<file path="src/hdl/sie_pkg.sv">
// ----------------------------------------------------------------------------
// sie_pkg
// Shared types and constants for the set intersection engine: operation
// codes, controller states and the command and status bundles.
// ----------------------------------------------------------------------------
package sie_pkg;

  // Item payload widths
  localparam int unsigned FUNC_W  = 2;
  localparam int unsigned VALUE_W = 32;

  // Default number of store entries
  localparam int unsigned STORE_DEPTH_DEFAULT = 64;

  // Operation codes carried in func (the remaining code is a no-op)
  localparam logic [FUNC_W-1:0] FUNC_INSERT = 2'd0;
  localparam logic [FUNC_W-1:0] FUNC_PROBE  = 2'd1;
  localparam logic [FUNC_W-1:0] FUNC_CLEAR  = 2'd2;

  // Controller states
  typedef enum logic [1:0] {
    ST_IDLE,
    ST_SCAN,
    ST_DONE
  } sie_state_t;

  // Controller to datapath
  typedef struct packed {
    logic load;    // capture the incoming item, restart the scan
    logic scan;    // issue a store read at the scan counter
    logic commit;  // update the store and load the result register
  } sie_cmd_t;

  // Datapath to controller
  typedef struct packed {
    logic scan_func;   // held item is an insert or a probe
    logic issue_done;  // a read has been issued for every entry
    logic rd_pending;  // a store read is in flight
    logic hit;         // value found in a valid entry
    logic out_free;    // result register can take a new item
  } sie_status_t;

endpackage

</file>
<file path="src/hdl/set_intersection_engine.sv">
// ----------------------------------------------------------------------------
// set_intersection_engine
// Bounded membership store that reports the distinct intersection of two
// integer streams.
// ----------------------------------------------------------------------------
// Usage: send the first array as insert items (func 0), then the second
// array as probe items (func 1); a probe that finds its value removes it
// and returns matched = 1, so each common value is reported once. A clear
// item (func 2) empties the store between problems. An insert of a new
// value into a full store is dropped and returns overflow = 1. Every item
// gives one result, with final_result copying last_item.
// Channels: input (in_valid/in_ready with func, value, last_item) and
// output (out_valid/out_ready with matched, result_value, overflow,
// final_result), both valid/ready.
// Timing: one item at a time. Inserts and probes read the store one entry
// per cycle through its single read port and sweep every entry unless a
// match stops the scan early; clear and no-op items skip the scan.
// The next item is accepted the cycle after a result is loaded, even while
// that result waits in the output register. If the receiver stalls with a
// result still held, the finished item waits until the register frees.
// Reset: the store is empty, no result is pending and no item is accepted.
// ----------------------------------------------------------------------------
module set_intersection_engine
  import sie_pkg::*;
#(
  parameter int unsigned STORE_DEPTH = STORE_DEPTH_DEFAULT
) (
  input  logic                      clk,
  input  logic                      rst,
  input  logic                      in_valid,
  output logic                      in_ready,
  input  logic [FUNC_W-1:0]         func,
  input  logic signed [VALUE_W-1:0] value,
  input  logic                      last_item,
  output logic                      out_valid,
  input  logic                      out_ready,
  output logic                      matched,
  output logic signed [VALUE_W-1:0] result_value,
  output logic                      overflow,
  output logic                      final_result
);

  sie_cmd_t    cmd;
  sie_status_t status;

  // Sequencer
  sie_ctrl u_ctrl (
    .clk      (clk),
    .rst      (rst),
    .in_valid (in_valid),
    .in_ready (in_ready),
    .cmd      (cmd),
    .status   (status)
  );

  // Store, scan and result register
  sie_datapath #(
    .STORE_DEPTH (STORE_DEPTH)
  ) u_datapath (
    .clk          (clk),
    .rst          (rst),
    .cmd          (cmd),
    .status       (status),
    .func         (func),
    .value        (value),
    .last_item    (last_item),
    .out_valid    (out_valid),
    .out_ready    (out_ready),
    .matched      (matched),
    .result_value (result_value),
    .overflow     (overflow),
    .final_result (final_result)
  );

endmodule

</file>
<file path="src/hdl/sie_ram.sv">
// ----------------------------------------------------------------------------
// sie_ram
// Generic single-clock RAM, one write port and one read port, registered
// read data.
// ----------------------------------------------------------------------------
module sie_ram #(
  parameter int unsigned WIDTH = 32,
  parameter int unsigned DEPTH = 64
) (
  input  logic                     clk,
  input  logic                     we,
  input  logic [$clog2(DEPTH)-1:0] waddr,
  input  logic [WIDTH-1:0]         wdata,
  input  logic                     re,
  input  logic [$clog2(DEPTH)-1:0] raddr,
  output logic [WIDTH-1:0]         rdata
);

  logic [WIDTH-1:0] mem [DEPTH];

  // Write port
  always_ff @(posedge clk) begin
    if (we) begin
      mem[waddr] <= wdata;
    end
  end

  // Registered read port
  always_ff @(posedge clk) begin
    if (re) begin
      rdata <= mem[raddr];
    end
  end

endmodule

</file>
<file path="src/hdl/sie_ctrl.sv">
// ----------------------------------------------------------------------------
// sie_ctrl
// Controller for the set intersection engine: accepts an item, runs the
// store scan and hands the result to the output register.
// ----------------------------------------------------------------------------
module sie_ctrl
  import sie_pkg::*;
(
  input  logic        clk,
  input  logic        rst,
  input  logic        in_valid,
  output logic        in_ready,
  output sie_cmd_t    cmd,
  input  sie_status_t status
);

  sie_state_t state;
  sie_state_t state_next;
  logic       scan_finished;

  // Scan ends when no lookup is needed, or on a hit / full sweep once drained
  assign scan_finished = !status.scan_func ||
                         ((status.hit || status.issue_done) && !status.rd_pending);

  // State register
  always_ff @(posedge clk) begin
    if (rst) begin
      state <= ST_IDLE;
    end else begin
      state <= state_next;
    end
  end

  // Next state
  always_comb begin
    state_next = state;
    case (state)
      ST_IDLE: begin
        if (in_valid) begin
          state_next = ST_SCAN;
        end
      end
      ST_SCAN: begin
        if (scan_finished) begin
          state_next = ST_DONE;
        end
      end
      ST_DONE: begin
        if (status.out_free) begin
          state_next = ST_IDLE;
        end
      end
      default: begin
        state_next = ST_IDLE;
      end
    endcase
  end

  // Outputs; hold the input off while in reset
  always_comb begin
    in_ready   = 1'b0;
    cmd.load   = 1'b0;
    cmd.scan   = 1'b0;
    cmd.commit = 1'b0;
    case (state)
      ST_IDLE: begin
        in_ready = !rst;
        cmd.load = in_valid && !rst;
      end
      ST_SCAN: begin
        cmd.scan = status.scan_func && !status.hit && !status.issue_done;
      end
      ST_DONE: begin
        cmd.commit = status.out_free;
      end
      default: begin
        in_ready = 1'b0;
      end
    endcase
  end

endmodule

</file>
<file path="src/hdl/sie_datapath.sv">
// ----------------------------------------------------------------------------
// sie_datapath
// Datapath for the set intersection engine: item registers, store RAM,
// valid bits, sequential scan with match and free-slot tracking, and the
// result register.
// ----------------------------------------------------------------------------
module sie_datapath
  import sie_pkg::*;
#(
  parameter int unsigned STORE_DEPTH = STORE_DEPTH_DEFAULT
) (
  input  logic                      clk,
  input  logic                      rst,
  input  sie_cmd_t                  cmd,
  output sie_status_t               status,
  input  logic [FUNC_W-1:0]         func,
  input  logic signed [VALUE_W-1:0] value,
  input  logic                      last_item,
  output logic                      out_valid,
  input  logic                      out_ready,
  output logic                      matched,
  output logic signed [VALUE_W-1:0] result_value,
  output logic                      overflow,
  output logic                      final_result
);

  localparam int unsigned IDX_W = $clog2(STORE_DEPTH);
  localparam int unsigned CNT_W = IDX_W + 1;

  // Held item
  logic [FUNC_W-1:0]         item_func;
  logic signed [VALUE_W-1:0] item_value;
  logic                      item_last;

  // Scan state
  logic [CNT_W-1:0]       cnt;
  logic                   rd_pending;
  logic [IDX_W-1:0]       rd_idx;
  logic [VALUE_W-1:0]     rdata;
  logic                   hit;
  logic [IDX_W-1:0]       hit_idx;
  logic                   free_found;
  logic [IDX_W-1:0]       free_idx;
  logic                   entry_match;
  logic                   entry_free;

  // Store occupancy
  logic [STORE_DEPTH-1:0] valid;
  logic [STORE_DEPTH-1:0] valid_next;

  // Commit decode
  logic                   is_insert;
  logic                   is_probe;
  logic                   do_write;
  logic                   out_valid_next;

  assign is_insert = (item_func == FUNC_INSERT);
  assign is_probe  = (item_func == FUNC_PROBE);
  assign do_write  = cmd.commit && is_insert && !hit && free_found;

  // Compare stage on the returned read data
  assign entry_match = valid[rd_idx] && (rdata == $unsigned(item_value));
  assign entry_free  = !valid[rd_idx];

  // Value store
  sie_ram #(
    .WIDTH (VALUE_W),
    .DEPTH (STORE_DEPTH)
  ) u_store (
    .clk   (clk),
    .we    (do_write),
    .waddr (free_idx),
    .wdata ($unsigned(item_value)),
    .re    (cmd.scan),
    .raddr (cnt[IDX_W-1:0]),
    .rdata (rdata)
  );

  // Status to controller
  assign status.scan_func  = is_insert || is_probe;
  assign status.issue_done = (cnt == CNT_W'(STORE_DEPTH));
  assign status.rd_pending = rd_pending;
  assign status.hit        = hit;
  assign status.out_free   = !out_valid || out_ready;

  // Store update applied at commit
  always_comb begin
    valid_next = valid;
    case (item_func)
      FUNC_INSERT: begin
        if (!hit && free_found) begin
          valid_next[free_idx] = 1'b1;
        end
      end
      FUNC_PROBE: begin
        if (hit) begin
          valid_next[hit_idx] = 1'b0;
        end
      end
      FUNC_CLEAR: begin
        valid_next = '0;
      end
      default: begin
        valid_next = valid;
      end
    endcase
  end

  // Result register handshake: load on commit, drop when taken
  always_comb begin
    if (cmd.commit) begin
      out_valid_next = 1'b1;
    end else if (out_ready) begin
      out_valid_next = 1'b0;
    end else begin
      out_valid_next = out_valid;
    end
  end

  // Control registers
  always_ff @(posedge clk) begin
    if (rst) begin
      cnt        <= '0;
      rd_pending <= 1'b0;
      hit        <= 1'b0;
      free_found <= 1'b0;
      valid      <= '0;
      out_valid  <= 1'b0;
    end else begin
      rd_pending <= cmd.scan;
      if (cmd.load) begin
        cnt        <= '0;
        hit        <= 1'b0;
        free_found <= 1'b0;
      end else begin
        if (cmd.scan) begin
          cnt <= cnt + 1'b1;
        end
        if (rd_pending && !hit && entry_match) begin
          hit <= 1'b1;
        end
        if (rd_pending && !free_found && entry_free) begin
          free_found <= 1'b1;
        end
      end
      if (cmd.commit) begin
        valid <= valid_next;
      end
      out_valid <= out_valid_next;
    end
  end

  // Payload registers
  always_ff @(posedge clk) begin
    if (cmd.load) begin
      item_func  <= func;
      item_value <= value;
      item_last  <= last_item;
    end
    if (cmd.scan) begin
      rd_idx <= cnt[IDX_W-1:0];
    end
    if (rd_pending && !hit && entry_match) begin
      hit_idx <= rd_idx;
    end
    if (rd_pending && !free_found && entry_free) begin
      free_idx <= rd_idx;
    end
    if (cmd.commit) begin
      matched      <= is_probe && hit;
      result_value <= item_value;
      overflow     <= is_insert && !hit && !free_found;
      final_result <= item_last;
    end
  end

endmodule

</file>
<file path="config.mk">
export PLATFORM = sky130hd
export DESIGN_NAME = set_intersection_engine
export DESIGN_NICKNAME = d
export VERILOG_FILES = /design/src/hdl/sie_pkg.sv /design/src/hdl/set_intersection_engine.sv /design/src/hdl/sie_ram.sv /design/src/hdl/sie_ctrl.sv /design/src/hdl/sie_datapath.sv
export SDC_FILE = /design/constraint.sdc
export NUM_CORES = 2
export LEC_CHECK = 0
export BUFFER_PORTS_ARGS = -buffer_cell sky130_fd_sc_hd__buf_2
export CORE_MARGIN = 2
export CORE_UTILIZATION = 57
export DETAILED_ROUTE_END_ITERATION = 8
export PLACE_DENSITY = 0.76
export SYNTH_ARGS = -nofsm -noshare
export SYNTH_HDL_FRONTEND = slang
export SYNTH_SLANG_ARGS = --single-unit
</file>
<file path="constraint.sdc">
create_clock -name clk -period 5.8 [get_ports clk]
set_input_delay 0.58 -clock clk [delete_from_list [all_inputs] [get_ports clk]]
set_output_delay 0.58 -clock clk [all_outputs]
set_load 0.1 [all_outputs]
</file>
==> qor.yml <==
status: "completed"
avgSynthCellArea_um2: 23.6
fin_skew_ns: 0.0397
die_area_mm2: 0.154
clock_latency_ns: 0.85
yosys_warnings: 0
place_hpwl_um: 120000
drc: 0
die_w_um: 392
num_rows: 142
fin_crit_ns: 4.17
p_per_area_mw_per_mm2: 331
setup_viol: 0
antenna_found_initial: 19
slowest_stage: "nor2_4"
syn_area_mm2: 0.0858
yosysSeqAreaShare_pct: 77.7
cp-end-kind: "flip-flop"
grt_max_degree: 105
synth_flop_cell: "edfxtp_1"
layout-drive-gt1-share_pct: 30.8
period_share_pct: 72.0
hold_path.class: "in2reg"
areaGrowthSynthToFinish_pct: 12.4
syn_inst: 3641
synth_nets: 3685
clk_pin_slew_ns: 0.06
required_ns: 6.23
ir_drop_mv: 0.381
timing.critical_path.mode_cell: "nand3_1"
leakagePower_uw: 0.0286
drt_iter0_drc: 7065
grt_pass1_vias: 41700
worstMarginPinSlew_ns: 1.39
ys_ff_latch: 2245
slew_headroom_pct: 7.45
slowest_delay_ns: 1.45
arrival_ns: 4.60
critPathKind: "reg2reg"
ios: 76
vias: 42100
cts_tree: "done"
gp_congestion: 0.841
dieHeight_um: 392
path_cells: "inv_1 -> ha_1 -> nor2b_1 -> nand3_1 -> nor2_1 -> nand3_1 -> nor2_4"
clockBufferDepth: 3
drt_wl_total_um: 223000
tns_ns: 0
synth_edf_count: 2168
critPathMaxFanout: 32
maxCapViolations: 0
rsz0062_at_grt: "false"
start_util_pct: 57.4
final-hold-violation-count: 0
synthArstFlopShare_pct: 0
slew_violations: 0
critPathLaunchType: "flip-flop"
grt_pass1_wl_um: 316000
io_buffers: 75
max_freq_mhz: 240
cts_buffers: 208
dr.pass1.iters: 6
drt-wirelength-per-cell_um: 36.7
core_area_mm2: 0.150
track_usage_pct: 29.6
htree_levels: 4
cts_root_buf: "clkbuf_16"
grt-ovfl-total: 0
via_per_inst: 6.93
power_uw: 31900
ant_nets: 0
nets: 3942
post_cts_buffers: 0
cts_sinks: 2245
yosysUniqueCellTypes: 45
per-layer routing:
| metal | share of wire (%) | up-vias | GRT usage (%) |
|---|---|---|---|
| met3 | 12 | 477 | 7.07 |
| met5 | 0.047 | - | 0 |
| met1 | 35 | 22400 | 40.5 |
| met4 | 4.2 | 14 | 11.5 |
| li1 | - | 16100 | - |
| met2 | 49 | 3186 | 46.8 |
cells in the final DEF, fill, tap and decap left out, types with 25 or more instances in the layout:
cell type      instances
nor2_4                65
nand2_1               75
buf_2                 75
clkinv_1              42
dfxtp_1               71
clkbuf_16            211
dlygate4sd3_1         35
clkinv_2              25
edfxtp_1            2168
buf_4                120
mux4_2               690
a22oi_1               61
nor2_1                90
clkbuf_1              60
o21ai_0               65
Yosys cell counts (6+ instances only):
master,n,area (um2)
inv_1,10,37.5
xnor2_1,23,201
nor2_1,155,582
dfxtp_1,77,1540
a22oi_1,61,458
nand3_1,13,65.1
xor2_1,15,131
mux4_2,690,15500
clkbuf_1,130,488
nor2b_1,7,43.8
o21ai_0,65,325
nand3b_1,9,67.6
nor3_1,6,30.0
buf_2,32,160
buf_1,22,82.6
nand2_1,75,282
buf_4,12,90.1
a21oi_1,7,35.0
edfxtp_1,2168,65100
final cells by class:
class	instances	area, um2
multi-input combinational	1187	18800
tap	2016	2520
timing repair buffer	246	1950
fill	9270	53200
clock buffer	274	5550
antenna	4	10.0
sequential	2245	66700
inverter	10	37.5
clock inverter	97	916
final timing paths:
check                          startpoint                              to  slack (ns)  cells past startpoint
hold / removal                   in_valid                 u_ctrl.state[0]        0.05                      3
hold reg to reg      u_datapath.item_last         u_datapath.final_result        0.45                      0
setup / recovery  u_datapath.item_func[0]  u_datapath.u_store.mem[62][25]        1.63                      7
setup reg to reg  u_datapath.item_func[0]  u_datapath.u_store.mem[62][25]        1.63                      7
worst max-delay path: cells and delay by family, from the launching register on:
family | cells | cell delay (ns)
buffers and inverters | 1 | 0.08
AND/OR/NAND/NOR | 5 | 3.02
adder cells (fa/ha/maj) | 1 | 0.22
flip-flops | 1 | 0.42
kinds of logic after synthesis:
logic type	count (synthesis)	share of synthesized area (%)
XOR/XNOR	38	0.388
multiplexers	695	18.2
buffers and inverters	209	1.04
adder cells (fa/ha/maj)	5	0.0729
AND/OR/NAND/NOR	301	1.55
flip-flops	2245	77.7
AO/OA/AOI/OAI	148	1.10
what timing repair did:
action,CTS,global route
hold endpoints to repair,35,0
resized for setup,0,0
hold buffers,35,0
registers in the layout, indices dropped and copies added, names as in the netlist, 7 cells and up:
name and count:
u_datapath.result_value 32, u_datapath.u_store.rdata 32, u_datapath.item_value 32, u_datapath.u_store.mem 2048, u_datapath.cnt 7, u_datapath.valid 64
stage by stage:
stage	cells	hold WS (ns)	cell area (um2)	utilization (%)	setup WS, ns
after detailed placement	5669	0.416	89600	59.9	1.71
final	6079	0.0477	96400	64.4	1.63
after floorplan	3641	0.400	85800	-	0.181
after global routing	6075	0.0500	96400	64.4	1.51
after CTS	6075	0.00232	96400	64.4	1.75
after global placement	5669	0.412	89600	59.9	1.83
power breakdown:
group / switching (uW) / total [uW] / internal, uW
registers: 43.8 / 17800 / 17700
logic: 535 / 788 / 253
clock network: 5920 / 13300 / 7370
No activity file was read; power rests on OpenSTA's default activity.
